===== src/hdl/cobs_crc32c_frame_decoder_unit_defines.svh =====
// ----------------------------------------------------------------------------
// cobs crc32c frame decoder: assertion macros
// shared check macros for the decoder modules; clocked on clk, CCFD_ASSERT off in reset
// ----------------------------------------------------------------------------
`ifndef COBS_CRC32C_FRAME_DECODER_UNIT_DEFINES_SVH
`define COBS_CRC32C_FRAME_DECODER_UNIT_DEFINES_SVH

// check held on every edge out of reset
`define CCFD_ASSERT(name, prop, msg) \
	name: assert property (@(posedge clk) disable iff (!arst_n) prop) \
		else $error(msg);

// check that also holds while reset is asserted
`define CCFD_ASSERT_ALWAYS(name, prop, msg) \
	name: assert property (@(posedge clk) prop) \
		else $error(msg);

`endif


===== src/hdl/ccfd_pkg.sv =====
// ----------------------------------------------------------------------------
// ccfd_pkg
// types, constants and the crc-32c byte step shared by the decoder modules
// ----------------------------------------------------------------------------
package ccfd_pkg;

	localparam int MAX_FRAME_BYTES = 64;
	localparam int LEN_BYTES       = 2;
	localparam int CRC_BYTES       = 4;
	localparam int FRAME_OVERHEAD  = LEN_BYTES + CRC_BYTES;
	localparam int STORE_CAP       = MAX_FRAME_BYTES + FRAME_OVERHEAD;
	localparam int ADDR_W          = $clog2(STORE_CAP);
	localparam int COUNT_W         = $clog2(STORE_CAP + 1);

	localparam int BYTE_W  = 8;
	localparam int LEN_W   = 16;
	localparam int LIMIT_W = 7;

	localparam logic [LIMIT_W-1:0] LIMIT_RESET = 7'd64;
	localparam logic [BYTE_W-1:0]  DELIM_BYTE  = 8'h00;
	localparam logic [BYTE_W-1:0]  FULL_CODE   = 8'hFF;

	localparam logic [31:0] CRC_POLY = 32'h82F6_3B78;
	localparam logic [31:0] CRC_INIT = 32'hFFFF_FFFF;
	localparam logic [31:0] CRC_XOUT = 32'hFFFF_FFFF;

	typedef enum logic [2:0] {
		ST_OK           = 3'd0,
		ST_COBS         = 3'd1,
		ST_SHORT        = 3'd2,
		ST_BAD_LEN      = 3'd3,
		ST_LEN_MISMATCH = 3'd4,
		ST_CRC          = 3'd5,
		ST_OVER_LIMIT   = 3'd6
	} status_t;

	// controller to datapath
	typedef struct packed {
		logic accept;
		logic clear;
		logic load_err;
		logic rd;
		logic load_out;
	} ccfd_cmd_t;

	// datapath to controller
	typedef struct packed {
		logic    delim;
		logic    frame_started;
		logic    out_free;
		logic    is_last;
		status_t frame_status;
	} ccfd_stat_t;

	// reflected crc-32c, one byte
	function automatic logic [31:0] crc32c_byte(input logic [31:0] crc_in,
		input logic [BYTE_W-1:0] data);
		logic [31:0] c;
		c = crc_in ^ {24'd0, data};
		for (int k = 0; k < 8; k++) begin
			c = c[0] ? ((c >> 1) ^ CRC_POLY) : (c >> 1);
		end
		return c;
	endfunction

endpackage


===== src/hdl/ccfd_stream_if.sv =====
// ----------------------------------------------------------------------------
// ccfd stream interfaces
// valid/ready channels for wire bytes in and decoded results out
// ----------------------------------------------------------------------------
interface ccfd_in_if;
	logic       valid;
	logic       ready;
	logic [7:0] wire_byte;

	modport source (output valid, output wire_byte, input ready);
	modport sink   (input valid, input wire_byte, output ready);
endinterface

interface ccfd_out_if;
	logic       valid;
	logic       ready;
	logic [7:0] payload_byte;
	logic       last_of_frame;
	logic [2:0] frame_status;

	modport source (output valid, output payload_byte, output last_of_frame,
		output frame_status, input ready);
	modport sink   (input valid, input payload_byte, input last_of_frame,
		input frame_status, output ready);
endinterface


===== src/hdl/cobs_crc32c_frame_decoder_unit.sv =====
// ----------------------------------------------------------------------------
// cobs_crc32c_frame_decoder_unit
// cobs frame decoder with length and crc-32c check, payload or error out
// ----------------------------------------------------------------------------
// a nonzero wire byte is taken while idle and ready stays high after it;
// a delimiter that ends a frame moves to the check state, which waits for a free
// output register: an error item is loaded from there, each payload byte is a
// store read then an output load; wire input is held off until the frame drains
// reset: async, clears frame state and out valid, output_limit back to 64;
// decoded store is not cleared, only entries written in this frame are read
// ----------------------------------------------------------------------------
module cobs_crc32c_frame_decoder_unit (
	input  logic        clk,
	input  logic        arst_n,
	ccfd_in_if.sink     wire_in,
	ccfd_out_if.source  frame_out,
	input  logic        cfg_wr_en,
	input  logic [6:0]  cfg_wr_data
);
	import ccfd_pkg::*;

	// command and status between the sequencer and the datapath
	ccfd_cmd_t  cmd;
	ccfd_stat_t stat;
	logic       in_ready;

	// sequencer: owns the input handshake and the drain order
	ccfd_ctrl u_ctrl (
		.clk      (clk),
		.arst_n   (arst_n),
		.in_valid (wire_in.valid),
		.in_ready (in_ready),
		.stat     (stat),
		.cmd      (cmd)
	);

	assign wire_in.ready = in_ready;

	// datapath: unstuffing, store, crc, checks and the output register
	ccfd_dp u_dp (
		.clk         (clk),
		.arst_n      (arst_n),
		.cmd         (cmd),
		.stat        (stat),
		.wire_byte   (wire_in.wire_byte),
		.cfg_wr_en   (cfg_wr_en),
		.cfg_wr_data (cfg_wr_data),
		.frame_out   (frame_out)
	);

endmodule


===== src/hdl/ccfd_ctrl.sv =====
// ----------------------------------------------------------------------------
// ccfd_ctrl
// sequencer: byte intake, frame check and payload drain
// ----------------------------------------------------------------------------
module ccfd_ctrl (
	input  logic                 clk,
	input  logic                 arst_n,
	input  logic                 in_valid,
	output logic                 in_ready,
	input  ccfd_pkg::ccfd_stat_t stat,
	output ccfd_pkg::ccfd_cmd_t  cmd
);
	import ccfd_pkg::*;

	typedef enum logic [1:0] {
		S_IDLE,
		S_CHECK,
		S_READ,
		S_LOAD
	} state_t;

	state_t state_q;
	state_t state_d;

	always_comb begin
		state_d  = state_q;
		cmd      = '0;
		in_ready = 1'b0;
		case (state_q)
			S_IDLE: begin
				in_ready = 1'b1;
				if (in_valid) begin
					cmd.accept = 1'b1;
					if (stat.delim) begin
						if (stat.frame_started) begin
							state_d = S_CHECK;
						end else begin
							cmd.clear = 1'b1;
						end
					end
				end
			end
			S_CHECK: begin
				if (stat.out_free) begin
					if (stat.frame_status != ST_OK) begin
						cmd.load_err = 1'b1;
						cmd.clear    = 1'b1;
						state_d      = S_IDLE;
					end else begin
						cmd.rd  = 1'b1;
						state_d = S_LOAD;
					end
				end
			end
			S_READ: begin
				cmd.rd  = 1'b1;
				state_d = S_LOAD;
			end
			S_LOAD: begin
				if (stat.out_free) begin
					cmd.load_out = 1'b1;
					if (stat.is_last) begin
						cmd.clear = 1'b1;
						state_d   = S_IDLE;
					end else begin
						state_d = S_READ;
					end
				end
			end
			default: begin
				state_d = S_IDLE;
			end
		endcase
	end

	always_ff @(posedge clk or negedge arst_n) begin
		if (!arst_n) begin
			state_q <= S_IDLE;
		end else begin
			state_q <= state_d;
		end
	end

	`include "cobs_crc32c_frame_decoder_unit_defines.svh"

	`CCFD_ASSERT(a_load_needs_room, (cmd.load_out || cmd.load_err) |-> stat.out_free, "result loaded into a busy output register")
	`CCFD_ASSERT(a_read_then_load, cmd.rd |=> (state_q == S_LOAD), "store read not followed by load")
	`CCFD_ASSERT(a_check_resolves, (state_q == S_CHECK && stat.out_free) |=> (state_q != S_CHECK), "check state did not resolve")
	`CCFD_ASSERT(a_error_clears, cmd.load_err |-> cmd.clear, "error result without frame clear")

endmodule


===== src/hdl/ccfd_dp.sv =====
// ----------------------------------------------------------------------------
// ccfd_dp
// cobs unstuffing, decoded byte store, running crc, frame checks, output reg
// ----------------------------------------------------------------------------
module ccfd_dp (
	input  logic                 clk,
	input  logic                 arst_n,
	input  ccfd_pkg::ccfd_cmd_t  cmd,
	output ccfd_pkg::ccfd_stat_t stat,
	input  logic [7:0]           wire_byte,
	input  logic                 cfg_wr_en,
	input  logic [6:0]           cfg_wr_data,
	ccfd_out_if.source           frame_out
);
	import ccfd_pkg::*;

	logic [BYTE_W-1:0]  mem [STORE_CAP];
	logic [BYTE_W-1:0]  rdata_q;

	logic [COUNT_W-1:0] count_q;
	logic [BYTE_W-1:0]  blk_rem_q;
	logic               was_full_q;
	logic               started_q;
	logic               overflow_q;
	logic [31:0]        crc_q;
	logic [LEN_W-1:0]   len_q;
	logic [31:0]        tail_q;
	logic [ADDR_W-1:0]  ptr_q;
	logic [LIMIT_W-1:0] limit_q;

	logic               out_valid_q;
	logic [BYTE_W-1:0]  out_byte_q;
	logic               out_last_q;
	status_t            out_status_q;

	logic               is_delim;
	logic               want_push;
	logic               do_push;
	logic [BYTE_W-1:0]  push_byte;
	logic               crc_take;
	logic               out_free;
	logic               is_last;
	status_t            status_d;

	assign is_delim  = (wire_byte == DELIM_BYTE);
	// code byte pushes the pending zero, data byte pushes itself
	assign want_push = cmd.accept && !is_delim && ((blk_rem_q != '0) || !was_full_q);
	assign push_byte = (blk_rem_q == '0) ? DELIM_BYTE : wire_byte;
	assign do_push   = want_push && (count_q < COUNT_W'(STORE_CAP));
	assign crc_take  = (count_q < COUNT_W'(LEN_BYTES)) ||
		(17'(count_q) < ({1'b0, len_q} + 17'(LEN_BYTES)));

	assign out_free = !out_valid_q || frame_out.ready;
	assign is_last  = (17'(ptr_q) == ({1'b0, len_q} + 17'd1));

	// checks in priority order
	always_comb begin
		if ((blk_rem_q != '0) || overflow_q) begin
			status_d = ST_COBS;
		end else if (count_q < COUNT_W'(FRAME_OVERHEAD)) begin
			status_d = ST_SHORT;
		end else if ((len_q == '0) || (len_q > LEN_W'(MAX_FRAME_BYTES))) begin
			status_d = ST_BAD_LEN;
		end else if (17'(count_q) != ({1'b0, len_q} + 17'(FRAME_OVERHEAD))) begin
			status_d = ST_LEN_MISMATCH;
		end else if ((crc_q ^ CRC_XOUT) != tail_q) begin
			status_d = ST_CRC;
		end else if (len_q > {{(LEN_W-LIMIT_W){1'b0}}, limit_q}) begin
			status_d = ST_OVER_LIMIT;
		end else begin
			status_d = ST_OK;
		end
	end

	assign stat.delim         = is_delim;
	assign stat.frame_started = started_q;
	assign stat.out_free      = out_free;
	assign stat.is_last       = is_last;
	assign stat.frame_status  = status_d;

	// decoded store
	always_ff @(posedge clk) begin
		if (do_push) begin
			mem[count_q[ADDR_W-1:0]] <= push_byte;
		end
		if (cmd.rd) begin
			rdata_q <= mem[ptr_q];
		end
	end

	// frame payload registers: length bytes and last four bytes
	always_ff @(posedge clk) begin
		if (do_push) begin
			tail_q <= {tail_q[23:0], push_byte};
			if (count_q == COUNT_W'(0)) begin
				len_q[15:8] <= push_byte;
			end
			if (count_q == COUNT_W'(1)) begin
				len_q[7:0] <= push_byte;
			end
		end
	end

	always_ff @(posedge clk or negedge arst_n) begin
		if (!arst_n) begin
			count_q    <= '0;
			blk_rem_q  <= '0;
			was_full_q <= 1'b1;
			started_q  <= 1'b0;
			overflow_q <= 1'b0;
			crc_q      <= CRC_INIT;
			ptr_q      <= ADDR_W'(LEN_BYTES);
			limit_q    <= LIMIT_RESET;
		end else begin
			if (cfg_wr_en) begin
				limit_q <= cfg_wr_data;
			end
			if (cmd.clear) begin
				count_q    <= '0;
				blk_rem_q  <= '0;
				was_full_q <= 1'b1;
				started_q  <= 1'b0;
				overflow_q <= 1'b0;
				crc_q      <= CRC_INIT;
				ptr_q      <= ADDR_W'(LEN_BYTES);
			end else begin
				if (cmd.accept && !is_delim) begin
					started_q <= 1'b1;
					if (blk_rem_q == '0) begin
						blk_rem_q  <= wire_byte - 8'd1;
						was_full_q <= (wire_byte == FULL_CODE);
					end else begin
						blk_rem_q <= blk_rem_q - 8'd1;
					end
				end
				if (want_push) begin
					if (do_push) begin
						count_q <= count_q + COUNT_W'(1);
						if (crc_take) begin
							crc_q <= crc32c_byte(crc_q, push_byte);
						end
					end else begin
						overflow_q <= 1'b1;
					end
				end
				if (cmd.load_out) begin
					ptr_q <= ptr_q + ADDR_W'(1);
				end
			end
		end
	end

	// output register
	always_ff @(posedge clk or negedge arst_n) begin
		if (!arst_n) begin
			out_valid_q <= 1'b0;
		end else if (cmd.load_err || cmd.load_out) begin
			out_valid_q <= 1'b1;
		end else if (frame_out.ready) begin
			out_valid_q <= 1'b0;
		end
	end

	always_ff @(posedge clk) begin
		if (cmd.load_err) begin
			out_byte_q   <= '0;
			out_last_q   <= 1'b1;
			out_status_q <= status_d;
		end else if (cmd.load_out) begin
			out_byte_q   <= rdata_q;
			out_last_q   <= is_last;
			out_status_q <= ST_OK;
		end
	end

	assign frame_out.valid         = out_valid_q;
	assign frame_out.payload_byte  = out_byte_q;
	assign frame_out.last_of_frame = out_last_q;
	assign frame_out.frame_status  = out_status_q;

	`include "cobs_crc32c_frame_decoder_unit_defines.svh"

	`CCFD_ASSERT_ALWAYS(a_count_in_range, count_q <= COUNT_W'(STORE_CAP), "decoded count beyond store size")
	`CCFD_ASSERT(a_overflow_only_full, overflow_q |-> (count_q == COUNT_W'(STORE_CAP)), "overflow flagged with room left")
	`CCFD_ASSERT(a_error_item_shape, (out_valid_q && out_status_q != ST_OK) |-> (out_last_q && out_byte_q == '0), "error result not marked last or not zero")

endmodule


===== src/flat_wrapper.sv =====
// flat-port wrapper written by rule: the top's interface ports become plain ports
module cobs_crc32c_frame_decoder_unit_flat import ccfd_pkg::*;
  (clk, arst_n, cfg_wr_en, cfg_wr_data, wire_in_valid, wire_in_wire_byte, wire_in_ready, frame_out_valid, frame_out_payload_byte, frame_out_last_of_frame, frame_out_frame_status, frame_out_ready);
  ccfd_in_if wire_in_i ();
  ccfd_out_if frame_out_i ();
  input  logic clk;
  input  logic arst_n;
  input  logic cfg_wr_en;
  input  logic [6:0] cfg_wr_data;
  input wire logic [$bits(wire_in_i.valid)-1:0] wire_in_valid;
  input wire logic [$bits(wire_in_i.wire_byte)-1:0] wire_in_wire_byte;
  output wire logic [$bits(wire_in_i.ready)-1:0] wire_in_ready;
  output wire logic [$bits(frame_out_i.valid)-1:0] frame_out_valid;
  output wire logic [$bits(frame_out_i.payload_byte)-1:0] frame_out_payload_byte;
  output wire logic [$bits(frame_out_i.last_of_frame)-1:0] frame_out_last_of_frame;
  output wire logic [$bits(frame_out_i.frame_status)-1:0] frame_out_frame_status;
  input wire logic [$bits(frame_out_i.ready)-1:0] frame_out_ready;
  assign wire_in_i.valid = wire_in_valid;
  assign wire_in_i.wire_byte = wire_in_wire_byte;
  assign wire_in_ready = wire_in_i.ready;
  assign frame_out_valid = frame_out_i.valid;
  assign frame_out_payload_byte = frame_out_i.payload_byte;
  assign frame_out_last_of_frame = frame_out_i.last_of_frame;
  assign frame_out_frame_status = frame_out_i.frame_status;
  assign frame_out_i.ready = frame_out_ready;
  cobs_crc32c_frame_decoder_unit u_core (.clk(clk), .arst_n(arst_n), .wire_in(wire_in_i), .frame_out(frame_out_i), .cfg_wr_en(cfg_wr_en), .cfg_wr_data(cfg_wr_data));
endmodule

===== config.mk =====
export PLATFORM = sky130hd
export DESIGN_NAME = cobs_crc32c_frame_decoder_unit_flat
export DESIGN_NICKNAME = d
export VERILOG_FILES = /design/src/hdl/ccfd_pkg.sv /design/src/hdl/ccfd_stream_if.sv /design/src/hdl/cobs_crc32c_frame_decoder_unit.sv /design/src/hdl/ccfd_ctrl.sv /design/src/hdl/ccfd_dp.sv /design/src/flat_wrapper.sv
export VERILOG_INCLUDE_DIRS = /design/src /design/src/hdl
export SDC_FILE = /design/constraint.sdc
export NUM_CORES = 1
export LEC_CHECK = 0
export BUFFER_PORTS_ARGS = -buffer_cell sky130_fd_sc_hd__buf_2
export CAP_MARGIN = 20
export CORE_ASPECT_RATIO = 1.25
export CORE_MARGIN = 2
export CORE_UTILIZATION = 28
export DETAILED_ROUTE_END_ITERATION = 12
export GPL_TIMING_DRIVEN = 0
export PLACE_DENSITY = 0.49
export SLEW_MARGIN = 20
export SYNTH_ARGS = -nofsm -noshare
export SYNTH_HDL_FRONTEND = slang
export SYNTH_SLANG_ARGS = --single-unit

===== constraint.sdc =====
create_clock -name clk -period 5.4 [get_ports clk]
set_clock_uncertainty 0.15 [all_clocks]
set_input_delay 0.54 -clock clk [delete_from_list [all_inputs] [get_ports clk]]
set_output_delay 0.54 -clock clk [all_outputs]
set_load 0.005 [all_outputs]

==> metrics.txt <==
setup TNS 0 ns; synth top area cells edfxtp_1, mux4_2, xnor2_1, dfstp_2, dfrtp_1; CTS max path bufs 3; RR Startpoint u_core.u_dp.ptr_q[1]; Port Buffers 30; Warnings, synthesis 0; total wire length 78.65 mm; Sw Ratio 34.03%; DIE HEIGHT 369 um; mapped cell area 0.02984 mm2; initial antenna violation count 0; IO Count 34; post-synthesis sequential area ratio 68.66%; unrepaired setup endpoints after global routing false; final non-filler cell total 3327; DR vias 16044; Synth top area share 62.29%; critical path class reg -> reg; vias in the first global route 17087; Fmax 201.1 MHz; sequential share of power 40.1%; layout cell share with drive strength beyond 1 21.99%; final worst path period share 92.08%; RD Place Congestion 0.8444; clock root cell clkbuf_16; drt first pass iters 5; routed len/inst 23.64 um; Main synth FF type edfxtp_1; Worst Hold Class in -> reg; Tot Pwr 18.38 mW; Clock H-tree levels 3; Yosys top cell by area edfxtp_1; Die X 296 um; most frequent cells in the layout edfxtp_1, mux4_2, nor2_1, xnor2_1, nand2_1; nets 1898; async set or reset register ratio after synthesis 9.640%; commonest non-fill, non-tap cell in the layout edfxtp_1; Post-DP HPWL 54.61 mm; Remaining Overflow, GRT 0; Worst Setup Start Kind register; Internal 12.13 mW; Starting DRT DRC Count 1242; Clock Power Share 25.7%; Pins Over Slew Limit 0; Fin. Hold Viols 0; TritonCTS clock tree built; Residual DRC 0; CP startpoint u_core.u_dp.ptr_q[1]; Worst-Skew Late Latency 0.63 ns; worst hold start cfg_wr_en; total die area 0.1092 mm2; max_slew headroom 26.48%; Area Overhead vs Synth 14.93%; maxcap violations 0; CTS buffer count 72; Mapped Cells 1729; Rows 133; Sink Count 695; min cycle time layout 4.973 ns; Core ar. 0.1055 mm2; Cell variety after synth 72; CP max stage cell mux2i_1; Worst-Margin Slew 1.103 ns; antenna-violating nets left 0; Synth Area per Inst 17.26 um2; Post-synth EDFFs 619; largest net degree at the start of global routing 75; Syn Nets 1776; Net Sw Power 6.256 mW; Leakage Power 10.85 nW; GR Util All Layers 14.56%; Worst Path Required 5.59 ns; Comb power frac 34.2%; post-CTS setup buffer count 0; first-pass GRT wire length 116.7 mm; flops & latches, synth 695; Setup-failing EPs final 0; via-per-instance ratio 4.822; CP Cell Sequence buf_1 > clkbuf_2 > buf_1 > mux4_2 > mux4_2 > mux2i_1 > nor2_1 > a21oi_1 > o21ai_0; CP Capture Type register; Max FO, Critical Path 10; maximum vdd ir drop 669.6 uV; Filler cells 10283; PwrDens 536.1 mW/mm2; CP max stage delay 0.72 ns; Worst EP arrival 5.16 ns; Placed Cells 3185; outcome complete, no violations; count of inserted antenna diode cells 0; Initial Utilization 28.29%; Clock transition at path regs 0.06 ns
stage by stage:
| step | util [%] | worst slack [ns] | cell area, um2 | hold WS [ns] |
|---|---|---|---|---|
| detailed placement | 30.33 | -0.009965 | 32000 | 0.3038 |
| global placement | 30.11 | -1.332 | 31770 | 0.3047 |
| CTS | 32.49 | 0.2943 | 34280 | 0.01858 |
| global route | 32.51 | 0.1866 | 34300 | 0.05555 |
| finish | 32.51 | 0.4275 | 34300 | 0.05083 |
| floorplan | - | 1.355 | 29840 | 0.09441 |
metal layers:
| metal | GRT usage, % | share of wire, % |
|---|---|---|
| met3 | 1.758 | 3.9 |
| met4 | 4.895 | 2.9 |
| met5 | 0 | 0 |
| met1 | 17.16 | 39 |
| met2 | 27.11 | 54 |
logic make-up after synthesis:
family	share of synthesized area, %
xor+xnor	5.161
simple gates	5.585
mux	13.95
flops	68.66
buf+inv	1.702
compound gates	3.815
fa+ha+maj	1.132
critical path, delay by kind of cell, from the launching register on:
family | cells | cell delay (ns)
buffers and inverters | 3 | 1.84
multiplexers | 3 | 1.66
flip-flops | 1 | 0.60
AO/OA/AOI/OAI | 2 | 0.34
AND/OR/NAND/NOR | 1 | 0.09
sequential cells by signal, indices dropped and copies added, names as in the netlist, 7 cells and up:
| name | count |
|---|---|
| u_core.u_dp.mem | 560 |
| u_core.u_dp.crc_q | 32 |
| u_core.u_dp.tail_q | 32 |
| u_core.u_dp.len_q | 16 |
| u_core.u_dp.blk_rem_q | 8 |
| u_core.u_dp.frame_out.payload_byte | 8 |
| u_core.u_dp.rdata_q | 8 |
| u_core.u_dp.count_q | 7 |
| u_core.u_dp.limit_q | 7 |
| u_core.u_dp.ptr_q | 7 |
worst paths after layout:
check | to | slack, ns | cells after the start
min reg2reg | u_core.u_dp.frame_out.payload_byte[5] | 0.31 | 2
min | u_core.u_dp.limit_q[5] | 0.05 | 3
max in group asynchronous | u_core.u_dp.ptr_q[1] | 4.25 | 3
max | u_core.u_dp.rdata_q[5] | 0.43 | 9
max reg2reg | u_core.u_dp.rdata_q[5] | 0.43 | 9
min in group asynchronous | u_core.u_dp.limit_q[1] | 0.23 | 2
synthesized netlist by cell type, types with 25 or more instances:
| library cell | count |
|---|---|
| clkbuf_1 | 56 |
| dfrtp_1 | 32 |
| a21oi_1 | 46 |
| nor2_1 | 130 |
| dfstp_2 | 35 |
| inv_1 | 28 |
| o211ai_1 | 37 |
| mux4_2 | 170 |
| xnor2_1 | 106 |
| nor4_1 | 27 |
| nand3_1 | 25 |
| edfxtp_1 | 619 |
| o21ai_0 | 31 |
| xor2_1 | 39 |
| nand2_1 | 97 |
| ha_1 | 27 |
layout make-up:
class | instances | area (um2) | share of cell area (%)
flip-flops and latches | 695 | 20490 | 59.74
clock buffers | 91 | 1904 | 5.553
clock inverters | 42 | 300.3 | 0.8756
inverters | 28 | 115.1 | 0.3356
plain buffers | 93 | 411.6 | 1.200
well taps | 1417 | 1773 | 5.169
repair buffers | 48 | 446.7 | 1.302
multi-input cells | 913 | 8857 | 25.83
timing repair:
action,4_1_cts,5_1_grt
hold endpoints to repair,28,0
endpoints found under the setup margin,2,0
hold buffers,8,0
resized for setup,1,0
power groups by stage:
stage | clock network, mW | registers, mW | logic, mW
finish | 4.72 | 7.37 | 6.29
global route | 5.05 | 7.41 | 6.80
CTS | 4.86 | 7.37 | 6.37
detailed placement | 0 | 7.48 | 6.31
global placement | 0 | 7.59 | 6.03
floorplan | 0 | 7.43 | 4.41
Note: power is estimated with default switching activity, not from simulation.
